==> src/assert_macros.svh <==
// Assertion macros shared by the chunk framer RTL.
// Every macro samples on clk and is disabled while arst_n is low.
`ifndef ASSERT_MACROS_SVH
`define ASSERT_MACROS_SVH

`define ASSERT_CLK(label, prop, msg) \
	label: assert property (@(posedge clk) disable iff (!arst_n) prop) else $error(msg);

`define ASSERT_IMPLY(label, cond, conseq, msg) \
	`ASSERT_CLK(label, (cond) |-> (conseq), msg)

`define ASSERT_NEXT(label, cond, conseq, msg) \
	`ASSERT_CLK(label, (cond) |=> (conseq), msg)

`endif

==> src/pcf_pkg.sv <==
// Package of the PNG chunk framer: item and burst types, constants and the CRC byte step.
// No dependencies; the input register, control, emitter and top-level files use it.
package pcf_pkg;

	localparam logic [31:0] CRC_POLY_REFLECTED = 32'hedb88320;
	localparam logic [31:0] CRC_ALL_ONES = 32'hffffffff;

	localparam int LEN_W = 31;
	localparam int TYPE_W = 32;
	localparam int BYTE_W = 8;
	localparam int CNT_W = 4;
	localparam int FEED_W = 3;

	localparam logic [CNT_W-1:0] BURST_ERR = 4'd1;
	localparam logic [CNT_W-1:0] BURST_DATA = 4'd1;
	localparam logic [CNT_W-1:0] BURST_DATA_LAST = 4'd5;
	localparam logic [CNT_W-1:0] BURST_HDR = 4'd8;
	localparam logic [CNT_W-1:0] BURST_HDR_EMPTY = 4'd12;
	localparam logic [CNT_W-1:0] CRC_BYTES = 4'd4;
	localparam logic [FEED_W-1:0] FEED_BYTES = 3'd4;

	typedef enum logic {
		CMD_START = 1'b0,
		CMD_DATA = 1'b1
	} cmd_t;

	typedef struct packed {
		logic command;
		logic [TYPE_W-1:0] chunk_type;
		logic [LEN_W-1:0] chunk_length;
		logic [BYTE_W-1:0] data_byte;
	} item_t;

	typedef struct packed {
		logic load;
		logic [63:0] bytes;
		logic [CNT_W-1:0] count;
		logic crc_tail;
		logic err;
	} burst_t;

	typedef struct packed {
		logic feed_busy;
		logic chunk_open;
	} ctrl_status_t;

	function automatic logic [31:0] crc_byte(input logic [31:0] crc_in,
		input logic [BYTE_W-1:0] b);
		logic [31:0] c;
		int i;
		c = crc_in ^ {24'd0, b};
		for (i = 0; i < 8; i++) begin
			c = c[0] ? ((c >> 1) ^ CRC_POLY_REFLECTED) : (c >> 1);
		end
		return c;
	endfunction

endpackage

==> src/pcf_chan_if.sv <==
// Channel interfaces of the PNG chunk framer: the command input and the byte output.
// Depends on nothing; the payload fields are plain signals.
interface pcf_item_if;
	logic valid;
	logic ready;
	logic command;
	logic [31:0] chunk_type;
	logic [30:0] chunk_length;
	logic [7:0] data_byte;

	modport source(output valid, command, chunk_type, chunk_length, data_byte, input ready);
	modport sink(input valid, command, chunk_type, chunk_length, data_byte, output ready);
endinterface

interface pcf_result_if;
	logic valid;
	logic ready;
	logic [7:0] out_byte;
	logic chunk_done;
	logic seq_error;

	modport source(output valid, out_byte, chunk_done, seq_error, input ready);
	modport sink(input valid, out_byte, chunk_done, seq_error, output ready);
endinterface

==> src/pcf_in_reg.sv <==
// Input register stage of the PNG chunk framer.
// Depends on pcf_pkg and pcf_item_if.
module pcf_in_reg (
	input logic clk,
	input logic arst_n,
	pcf_item_if.sink items,
	input logic advance,
	output logic valid_s1,
	output pcf_pkg::item_t item_s1
);

	assign items.ready = !valid_s1 || advance;

	always_ff @(posedge clk or negedge arst_n) begin
		if (!arst_n) begin
			valid_s1 <= 1'b0;
		end else if (items.ready) begin
			valid_s1 <= items.valid;
		end
	end

	always_ff @(posedge clk) begin
		if (items.valid && items.ready) begin
			item_s1.command <= items.command;
			item_s1.chunk_type <= items.chunk_type;
			item_s1.chunk_length <= items.chunk_length;
			item_s1.data_byte <= items.data_byte;
		end
	end

endmodule

==> src/pcf_ctrl.sv <==
// Chunk control of the PNG chunk framer: sequence check, length count and running CRC.
// Depends on pcf_pkg; feeds one burst description per transaction to the emitter.
module pcf_ctrl (
	input logic clk,
	input logic arst_n,
	input logic valid_s1,
	input pcf_pkg::item_t item_s1,
	input logic emit_free,
	output logic advance,
	output pcf_pkg::burst_t burst,
	output logic [31:0] crc,
	output pcf_pkg::ctrl_status_t status
);

	logic [31:0] crc_q, crc_d;
	logic [pcf_pkg::LEN_W-1:0] left_q, left_d;
	logic open_q, open_d;
	logic [31:0] feed_q, feed_d;
	logic [pcf_pkg::FEED_W-1:0] feed_cnt_q, feed_cnt_d;
	logic is_start;
	logic empty;
	logic last;

	assign advance = valid_s1 && emit_free;
	assign is_start = pcf_pkg::cmd_t'(item_s1.command) == pcf_pkg::CMD_START;
	assign empty = item_s1.chunk_length == '0;
	assign last = left_q == {{(pcf_pkg::LEN_W-1){1'b0}}, 1'b1};

	// The type tag enters the CRC one byte a cycle, while the header bytes go out.
	always_comb begin
		crc_d = crc_q;
		left_d = left_q;
		open_d = open_q;
		feed_d = feed_q;
		feed_cnt_d = feed_cnt_q;
		burst = '0;
		burst.load = advance;
		if (feed_cnt_q != '0) begin
			crc_d = pcf_pkg::crc_byte(crc_q, feed_q[31:24]);
			feed_d = {feed_q[23:0], 8'd0};
			feed_cnt_d = feed_cnt_q - 1'b1;
		end
		if (advance) begin
			if (is_start == open_q) begin
				burst.count = pcf_pkg::BURST_ERR;
				burst.err = 1'b1;
			end else if (is_start) begin
				burst.bytes = {1'b0, item_s1.chunk_length, item_s1.chunk_type};
				burst.count = empty ? pcf_pkg::BURST_HDR_EMPTY : pcf_pkg::BURST_HDR;
				burst.crc_tail = empty;
				open_d = !empty;
				left_d = item_s1.chunk_length;
				crc_d = pcf_pkg::CRC_ALL_ONES;
				feed_d = item_s1.chunk_type;
				feed_cnt_d = pcf_pkg::FEED_BYTES;
			end else begin
				burst.bytes = {item_s1.data_byte, 56'd0};
				burst.count = last ? pcf_pkg::BURST_DATA_LAST : pcf_pkg::BURST_DATA;
				burst.crc_tail = last;
				open_d = !last;
				left_d = left_q - 1'b1;
				crc_d = pcf_pkg::crc_byte(crc_q, item_s1.data_byte);
			end
		end
	end

	always_ff @(posedge clk or negedge arst_n) begin
		if (!arst_n) begin
			crc_q <= pcf_pkg::CRC_ALL_ONES;
			left_q <= '0;
			open_q <= 1'b0;
			feed_cnt_q <= '0;
		end else begin
			crc_q <= crc_d;
			left_q <= left_d;
			open_q <= open_d;
			feed_cnt_q <= feed_cnt_d;
		end
	end

	always_ff @(posedge clk) begin
		feed_q <= feed_d;
	end

	assign crc = crc_q;
	assign status.feed_busy = feed_cnt_q != '0;
	assign status.chunk_open = open_q;

endmodule

==> src/pcf_emit.sv <==
// Byte emitter of the PNG chunk framer: shifts out one burst and appends the inverted CRC when it ends a chunk.
// Depends on pcf_pkg and pcf_result_if.
module pcf_emit (
	input logic clk,
	input logic arst_n,
	input pcf_pkg::burst_t burst,
	input logic [31:0] crc,
	pcf_result_if.source results,
	output logic emit_free
);

	logic [pcf_pkg::CNT_W-1:0] cnt_q;
	logic tail_q;
	logic err_q;
	logic [63:0] bytes_q;
	logic take;
	logic [31:0] fin;
	logic [7:0] crc_sel;
	logic in_tail;

	assign take = results.valid && results.ready;
	assign emit_free = (cnt_q == '0) ||
		((cnt_q == {{(pcf_pkg::CNT_W-1){1'b0}}, 1'b1}) && results.ready);
	assign fin = ~crc;
	assign in_tail = tail_q && (cnt_q <= pcf_pkg::CRC_BYTES);

	always_comb begin
		case (cnt_q[2:0])
			3'd4: crc_sel = fin[31:24];
			3'd3: crc_sel = fin[23:16];
			3'd2: crc_sel = fin[15:8];
			default: crc_sel = fin[7:0];
		endcase
	end

	always_ff @(posedge clk or negedge arst_n) begin
		if (!arst_n) begin
			cnt_q <= '0;
			tail_q <= 1'b0;
			err_q <= 1'b0;
		end else if (burst.load) begin
			cnt_q <= burst.count;
			tail_q <= burst.crc_tail;
			err_q <= burst.err;
		end else if (take) begin
			cnt_q <= cnt_q - 1'b1;
		end
	end

	always_ff @(posedge clk) begin
		if (burst.load) begin
			bytes_q <= burst.bytes;
		end else if (take) begin
			bytes_q <= {bytes_q[55:0], 8'd0};
		end
	end

	assign results.valid = cnt_q != '0;
	assign results.out_byte = in_tail ? crc_sel : bytes_q[63:56];
	assign results.chunk_done = tail_q && (cnt_q == {{(pcf_pkg::CNT_W-1){1'b0}}, 1'b1});
	assign results.seq_error = err_q;

endmodule

==> src/png_chunk_framer_crc32.sv <==
// Top level of the PNG chunk framer with CRC-32.
// Depends on pcf_pkg, the channel interfaces, the three stage modules and assert_macros.svh.
//
//   channel   dir  transaction
//   items     in   start (type, length) or one payload byte
//   results   out  one byte of the framed stream, with end and error flags
//
// A transaction in the input register is handled once the emitter is free.
// It yields 1, 5, 8 or 12 output bytes, one per cycle while results is ready, so payload bytes
// pass at that rate. The type tag enters the CRC byte by byte behind the eight header bytes.
// Reset is asynchronous; no clearing pass is needed.
// A stall at the output holds the emitter and, once the input register is full, the input.
`include "assert_macros.svh"

module png_chunk_framer_crc32 (
	input logic clk,
	input logic arst_n,
	pcf_item_if.sink items,
	pcf_result_if.source results
);

	logic valid_s1;
	pcf_pkg::item_t item_s1;
	logic advance;
	logic emit_free;
	pcf_pkg::burst_t burst;
	logic [31:0] crc;
	pcf_pkg::ctrl_status_t status;

	pcf_in_reg u_in_reg (
		.clk(clk),
		.arst_n(arst_n),
		.items(items),
		.advance(advance),
		.valid_s1(valid_s1),
		.item_s1(item_s1)
	);

	pcf_ctrl u_ctrl (
		.clk(clk),
		.arst_n(arst_n),
		.valid_s1(valid_s1),
		.item_s1(item_s1),
		.emit_free(emit_free),
		.advance(advance),
		.burst(burst),
		.crc(crc),
		.status(status)
	);

	pcf_emit u_emit (
		.clk(clk),
		.arst_n(arst_n),
		.burst(burst),
		.crc(crc),
		.results(results),
		.emit_free(emit_free)
	);

	`ASSERT_IMPLY(a_load_when_free, burst.load, emit_free, "burst loaded into a busy emitter")
	`ASSERT_IMPLY(a_feed_hidden, status.feed_busy, results.valid, "CRC feed outlived header")
	`ASSERT_NEXT(a_tail_closes, burst.load && burst.crc_tail, !status.chunk_open, "chunk left open")
	`ASSERT_IMPLY(a_done_clean, results.chunk_done, results.valid && !results.seq_error, "end on error")

endmodule
==> src/flat_wrapper.sv <==
// flat-port wrapper written by rule: the top's interface ports become plain ports
module png_chunk_framer_crc32_flat 
  (clk, arst_n, items_valid, items_command, items_chunk_type, items_chunk_length, items_data_byte, items_ready, results_valid, results_out_byte, results_chunk_done, results_seq_error, results_ready);
  pcf_item_if items_i ();
  pcf_result_if results_i ();
  input logic clk;
  input logic arst_n;
  input wire logic [$bits(items_i.valid)-1:0] items_valid;
  input wire logic [$bits(items_i.command)-1:0] items_command;
  input wire logic [$bits(items_i.chunk_type)-1:0] items_chunk_type;
  input wire logic [$bits(items_i.chunk_length)-1:0] items_chunk_length;
  input wire logic [$bits(items_i.data_byte)-1:0] items_data_byte;
  output wire logic [$bits(items_i.ready)-1:0] items_ready;
  output wire logic [$bits(results_i.valid)-1:0] results_valid;
  output wire logic [$bits(results_i.out_byte)-1:0] results_out_byte;
  output wire logic [$bits(results_i.chunk_done)-1:0] results_chunk_done;
  output wire logic [$bits(results_i.seq_error)-1:0] results_seq_error;
  input wire logic [$bits(results_i.ready)-1:0] results_ready;
  assign items_i.valid = items_valid;
  assign items_i.command = items_command;
  assign items_i.chunk_type = items_chunk_type;
  assign items_i.chunk_length = items_chunk_length;
  assign items_i.data_byte = items_data_byte;
  assign items_ready = items_i.ready;
  assign results_valid = results_i.valid;
  assign results_out_byte = results_i.out_byte;
  assign results_chunk_done = results_i.chunk_done;
  assign results_seq_error = results_i.seq_error;
  assign results_i.ready = results_ready;
  png_chunk_framer_crc32 u_core (.clk(clk), .arst_n(arst_n), .items(items_i), .results(results_i));
endmodule
==> config.mk <==
export PLATFORM = sky130hd
export DESIGN_NAME = png_chunk_framer_crc32_flat
export DESIGN_NICKNAME = d
export VERILOG_FILES = /design/src/pcf_pkg.sv /design/src/pcf_chan_if.sv /design/src/pcf_in_reg.sv /design/src/pcf_ctrl.sv /design/src/pcf_emit.sv /design/src/png_chunk_framer_crc32.sv /design/src/flat_wrapper.sv
export VERILOG_INCLUDE_DIRS = /design/src /design/src/src
export SDC_FILE = /design/constraint.sdc
export NUM_CORES = 1
export LEC_CHECK = 0
export ABC_AREA = 1
export BUFFER_PORTS_ARGS = -buffer_cell sky130_fd_sc_hd__clkbuf_2
export CAP_MARGIN = 5
export CELL_PAD_IN_SITES_DETAIL_PLACEMENT = 1
export CELL_PAD_IN_SITES_GLOBAL_PLACEMENT = 1
export CORE_MARGIN = 2
export CORE_UTILIZATION = 40
export DETAILED_ROUTE_END_ITERATION = 16
export PLACE_DENSITY = 0.81
export SLEW_MARGIN = 40
export SYNTH_ARGS = -nofsm -noshare
export SYNTH_HDL_FRONTEND = slang
export SYNTH_HIERARCHICAL = 1
export SYNTH_SLANG_ARGS = --single-unit
==> constraint.sdc <==
create_clock -name clk -period 5 [get_ports clk]
set_clock_uncertainty 0.05 [all_clocks]
set_input_delay 0 -clock clk [delete_from_list [all_inputs] [get_ports clk]]
set_output_delay 0 -clock clk [all_outputs]
set_load 0.005 [all_outputs]
# == After elaboration in Yosys (flattened, before gate mapping) ==
# Cells that the tools add are included.
# totals
reg_bits,242
inputBits,76
output_inout_bits,12
elab_cells,105
# classes
n_addsub,3
n_lt_le_gt_ge,1
eq_ne,6
n_mux,43
n_bitwise,21
reduce_logical,17
# ops
operator,count
$mux 32,24
$not 13->14,16
$mux 64,3
$mux 69,1
$xor 32x8->32,2
$not 32->32,1
$eq 31x1->1 const B,1
$logic_not 31->1,1
$mux 31,1
$sub 31x1->31 const B,1
$pmux 8 s3,1
$mux 3,6
$mux 4,3
$mux 8,1
$eq 3x2->1 const B,2
$logic_and 1x1->1,6
$eq 4x1->1 const B,1
$le 4x3->1 const B,1
$logic_not 4->1,1
$reduce_bool 4->1,1
$sub 4x1->4 const B,1
$eq 3x3->1 const B,1
$logic_not 1->1,3
$mux 1,3
other kinds (7),9

# == Longest topological paths before layout ==
# depth
word_depth,20
depth_mapped,17
mapped_depth_nobuf,14

# == Cells and area by module ==
# Netlist, hierarchy kept.
# modules_own_cells
module,instances,cells_each,area_per_inst_um2,seq_area_each_um2
pcf_ctrl,1,1262,8030.2,2357.3
pcf_emit,1,426,3583.4,2072.0
pcf_in_reg,1,78,2207.1,2187.1

# == Worst setup path before layout ==
# Ideal clock, no wire load.
# synth_path
kind,reg-to-reg
startpoint,register u_core/u_emit/cnt_q[0] (netlist name)
endpoint,register u_core/u_in_reg/item_s1[0] (netlist name)
arrival_time_ps,4771
setup_slack_ps,-346
stages_incl_launch_ff,10
n_path_buf,1
path_cell_list,dfrtp_1 -> inv_1 -> ha_1 -> buf_2 -> nand2_1 -> nand2_1 -> nand2_1 -> inv_1 -> inv_1 -> a21oi_1
# synth_via
elab_chain_cells,6
word_cells_on_any_way,7
cone_classes,eq/ne: 1; reduce/logical: 6
# synth_rtl
element,line,rtl
"start, declared",pcf_emit.sv:12,logic [pcf_pkg::CNT_W-1:0] cnt_q;
"start signal, assigned",pcf_emit.sv:42,cnt_q <= burst.count;
"start signal, assigned",pcf_emit.sv:46,cnt_q <= cnt_q - 1'b1;
$eq 4x1->1,pcf_emit.sv:23,"((cnt_q == {{(pcf_pkg::CNT_W-1){1'b0}}, 1'b1}) && results.ready);"
$logic_and 1x1->1,pcf_emit.sv:23,
$logic_or 1x1->1 *,pcf_emit.sv:22,assign emit_free = (cnt_q == '0) ||
named net u_core.emit_free,png_chunk_framer_crc32.sv:25,logic emit_free;
$logic_and 1x1->1 *,pcf_ctrl.sv:24,assign advance = valid_s1 && emit_free;
named net u_core.advance,png_chunk_framer_crc32.sv:24,logic advance;
$logic_or 1x1->1 *,pcf_in_reg.sv:12,assign items.ready = !valid_s1 || advance;
$logic_and 1x1->1 *,pcf_in_reg.sv:23,if (items.valid && items.ready) begin
# The timed path passes the listed nets; every way through them passes the cells marked *.
# A chain may end at the register's enable or synchronous reset.

# == Worst setup path after layout ==
# layout_path
startpoint,register u_core/u_emit/cnt_q[0] (netlist name)
endpoint,register u_core.u_ctrl.feed_q[1]
# layout_via
elab_chain_cells,5
word_cells_on_any_way,6
cone_classes,eq/ne: 1; mux: 1; reduce/logical: 4
# layout_rtl
element,line,rtl
$eq 4x1->1,pcf_emit.sv:23,
$logic_and 1x1->1,pcf_emit.sv:23,
$logic_or 1x1->1 *,pcf_emit.sv:22,
named net u_core.emit_free,png_chunk_framer_crc32.sv:25,
$logic_and 1x1->1 *,pcf_ctrl.sv:24,
named net u_core.advance,png_chunk_framer_crc32.sv:24,
$mux 32 *,pcf_ctrl.sv:43,if (advance) begin
named net u_core.u_ctrl.feed_d[1],pcf_ctrl.sv:18,"logic [31:0] feed_q, feed_d;"
"end signal, assigned",pcf_ctrl.sv:82,feed_q <= feed_d;
"end, declared",pcf_ctrl.sv:18,
# Marks and branches as above.

==> results_tabular.tex <==
\begin{tabular}{lr}
\hline
Metric & Value \\
\hline
\multicolumn{2}{l}{\textbf{Power and ir drop}} \\
Sequential cell fraction of total power & 30.1\% \\
Share of total power in combinational logic & 53.8\% \\
Power Total & 13.5 mW \\
Cell internal power dissipation & 6.86 mW \\
Sw Ratio & 49.3\% \\
Lkg Pwr & 7.78 nW \\
Part of the power in the clock network & 16.1\% \\
Worst supply voltage drop on vdd & 0.375 mV \\
Net switching power & 6.66 mW \\
Power per cell area & 824 mW/mm\^{}2 \\
\multicolumn{2}{l}{\textbf{Setup path}} \\
R2r startpoint & u\_core/u\_emit/cnt\_q[0] \\
Cell repeated most along the worst path & sky130\_fd\_sc\_hd\_\_nand2\_1 \\
Nature of the critical path startpoint & register \\
Worst Path Arrival & 4150 ps \\
R2R depth & 13 \\
Critical Path RT & 5390 ps \\
CP max stage delay & 440 ps \\
Crit Path Max Fanout & 91 \\
Sequence of cells on the critical path & inv\_1 -> ha\_1 -> nand2\_1 -> nand2\_1 -> nand2\_1 -> inv\_2 -> nand2\_2 -> buf\_12 -> nor2\_4 -> clkinv\_2 -> buf\_12 -> nand2\_1 -> o22ai\_1 \\
Critical path endpoint category & register \\
Cell at the slowest stage of the critical path & sky130\_fd\_sc\_hd\_\_ha\_1 \\
Crit path kind & reg2reg \\
Worst setup path startpoint & u\_core/u\_emit/cnt\_q[0] \\
\multicolumn{2}{l}{\textbf{GRT}} \\
Gr ovfl total & 0 \\
Vias in the first global route & 13400 \\
First-pass GRT wire length & 74400 microns \\
Maximum number of pins on one net before global-route repair & 92 \\
Initial antenna violation count & 0 \\
GRT Util Overall & 26.7\% \\
\multicolumn{2}{l}{\textbf{Place}} \\
HPWL after detailed placement & 31600 microns \\
Cell Area, Placed & 0.0147 sq mm \\
GPL Wtd Cong & 0.943 \\
Port Buffer Count & 87 \\
Dpl cells & 2258 \\
\multicolumn{2}{l}{\textbf{Synthesis}} \\
Area of the mapped netlist & 0.0138 sq mm \\
Instance count of the mapped netlist & 1765 \\
Total nets after synthesis & 1852 \\
Synthesis Warnings & 6 \\
Mean area per synthesized cell & 7.83 sq um \\
\multicolumn{2}{l}{\textbf{Routing}} \\
Total Routed Length & 48000 microns \\
DR vias/cell & 5.29 \\
Routed length per instance & 20.1 microns \\
Residual antenna-violating net count after detailed routing & 0 \\
Remaining routing DRC violations & 0 \\
Pre-antenna DRT Iters & 5 \\
1st-iter DRT viols & 830 \\
Routed via count & 12600 \\
\multicolumn{2}{l}{\textbf{STA}} \\
Unrepaired setup endpoints after global routing & false \\
Setup\_tns & 0 ps \\
Final worst-path cycle share & 75.2\% \\
Worst Max-Slew Pin Slew & 746 ps \\
Rel. slew slack & 50.3\% \\
Max-slew violation count & 0 \\
Fmax & 266 MHz \\
Final setup violation count & 0 \\
Worst hold slack after final layout & 80.4 ps \\
Min Clock Period, post-route & 3760 ps \\
Number of hold violations in the final report & 0 \\
\multicolumn{2}{l}{\textbf{Clock tree}} \\
\# Post-CTS Setup Buffers & 0 \\
CTS tree & done \\
Number of buffers inserted during clock tree synthesis & 29 \\
Clock transition time at the flip-flop clock pins of the worst setup and hold paths & 60 ps \\
Clock Sink Count & 242 \\
H-tree level count & 1 \\
CTS Buffer Depth & 3 \\
Clock network latency to the later pin of the worst-skew pair & 580 ps \\
Clock Tree Root & sky130\_fd\_sc\_hd\_\_clkbuf\_16 \\
\multicolumn{2}{l}{\textbf{Final layout}} \\
Fin cells & 2389 \\
Antenna diode count & 0 \\
Fraction of final layout cells with drive strength greater than 1 & 14.1\% \\
\# fillers & 4152 \\
Non-Filler Cell Area, Final & 0.0164 sq mm \\
Syn-to-layout area delta & 18.7\% \\
Most common cell after layout, fill and taps aside & sky130\_fd\_sc\_hd\_\_nand2\_1 \\
Nets@finish & 1998 \\
Highest-count cells in the layout ignoring fill and taps & 613 x sky130\_fd\_sc\_hd\_\_nand2\_1, 211 x sky130\_fd\_sc\_hd\_\_inv\_1, 136 x sky130\_fd\_sc\_hd\_\_edfxtp\_1 \\
\multicolumn{2}{l}{\textbf{Floorplan}} \\
Height of the die & 190 microns \\
Number of rows in the core area & 68 \\
Initial Utilization & 40.3\% \\
Total I/O pin count & 88 \\
Core region area & 0.0343 sq mm \\
Die Area & 0.0360 sq mm \\
Die W & 190 microns \\
\multicolumn{2}{l}{\textbf{Outcome}} \\
Outcome & finished clean \\
\multicolumn{2}{l}{\textbf{Flow run}} \\
Max-Cap Viols & 0 \\
\multicolumn{2}{l}{\textbf{Hold path}} \\
Count of cells along the worst hold path & 2 \\
Hold path startpoint & items\_chunk\_type[12] \\
Type of the tightest min-delay check & in2reg \\
\hline
\end{tabular}
-- per-stage QoR --
step	util, %	setup slack (ps)
floorplan	-	1120
global placement	42.7	1380
detailed placement	42.7	1290
CTS	47.8	1270
global route	47.8	935
finish	47.8	1240
-- worst max-delay path: cells and delay by family, from the launching register on --
kind            cells  cell delay (ps)
compound gates      1              120
fa+ha+maj           1              440
buf+inv             5             1240
flops               1              400
simple gates        6             1250
-- metal layers --
metal	vias to the layer above	part of all wire (%)	global-route usage (%)
li1	5863	-	-
met1	6251	40	32.3
met2	412	50	47.3
met3	116	5.6	3.95
met4	0	4.3	11.7
met5	-	0	0
-- worst paths after layout --
path                                          endpoint  slack, ps
hold reg to reg                u_core/u_ctrl/feed_q[7]        430
setup reg to reg               u_core/u_ctrl/feed_q[1]       1240
hold / removal             u_core/u_in_reg/item_s1[51]         80
setup / recovery               u_core/u_ctrl/feed_q[1]       1240
max in group asynchronous         u_core/u_emit/tail_q       3720
min in group asynchronous     u_core/u_ctrl/left_q[29]        430
-- power by group through the flow --
stage / logic (mW) / clock network (mW) / registers (mW)
floorplan: 5.17 / 0 / 3.73
global placement: 6.67 / 0 / 4.02
detailed placement: 7.01 / 0 / 4.05
CTS: 7.13 / 2.20 / 4.03
global route: 8.05 / 2.28 / 4.14
finish: 7.27 / 2.18 / 4.06
-- repair_timing --
item | CTS | global route
hold buffers | 77 | 0
resized for setup | 0 | 0
endpoints found under the hold margin | 127 | 0
-- final cells by class --
class	instances	area (sq um)	share of cell area, %
multi-input combinational	1230	6020	36.7
clock buffer	42	836	5.10
tap	455	569	3.47
sequential	242	6620	40.3
clock inverter	12	133	0.809
timing repair buffer	178	1360	8.30
inverter	230	867	5.29
-- state kept, by name, summed over array words and instances (netlist names) --
signal,cells
u_core/u_emit/tail_q,1
u_core/u_emit/bytes_q,64
u_core/u_in_reg/valid_s1,1
u_core/u_emit/cnt_q,4
u_core/u_emit/results.seq_error,1
u_core/u_ctrl/left_q,31
u_core/u_ctrl/crc,32
u_core/u_ctrl/feed_cnt_q,3
u_core/u_ctrl/open_q,1
u_core/u_in_reg/item_s1,72
u_core/u_ctrl/feed_q,32
(Power assumes the default switching activity.)
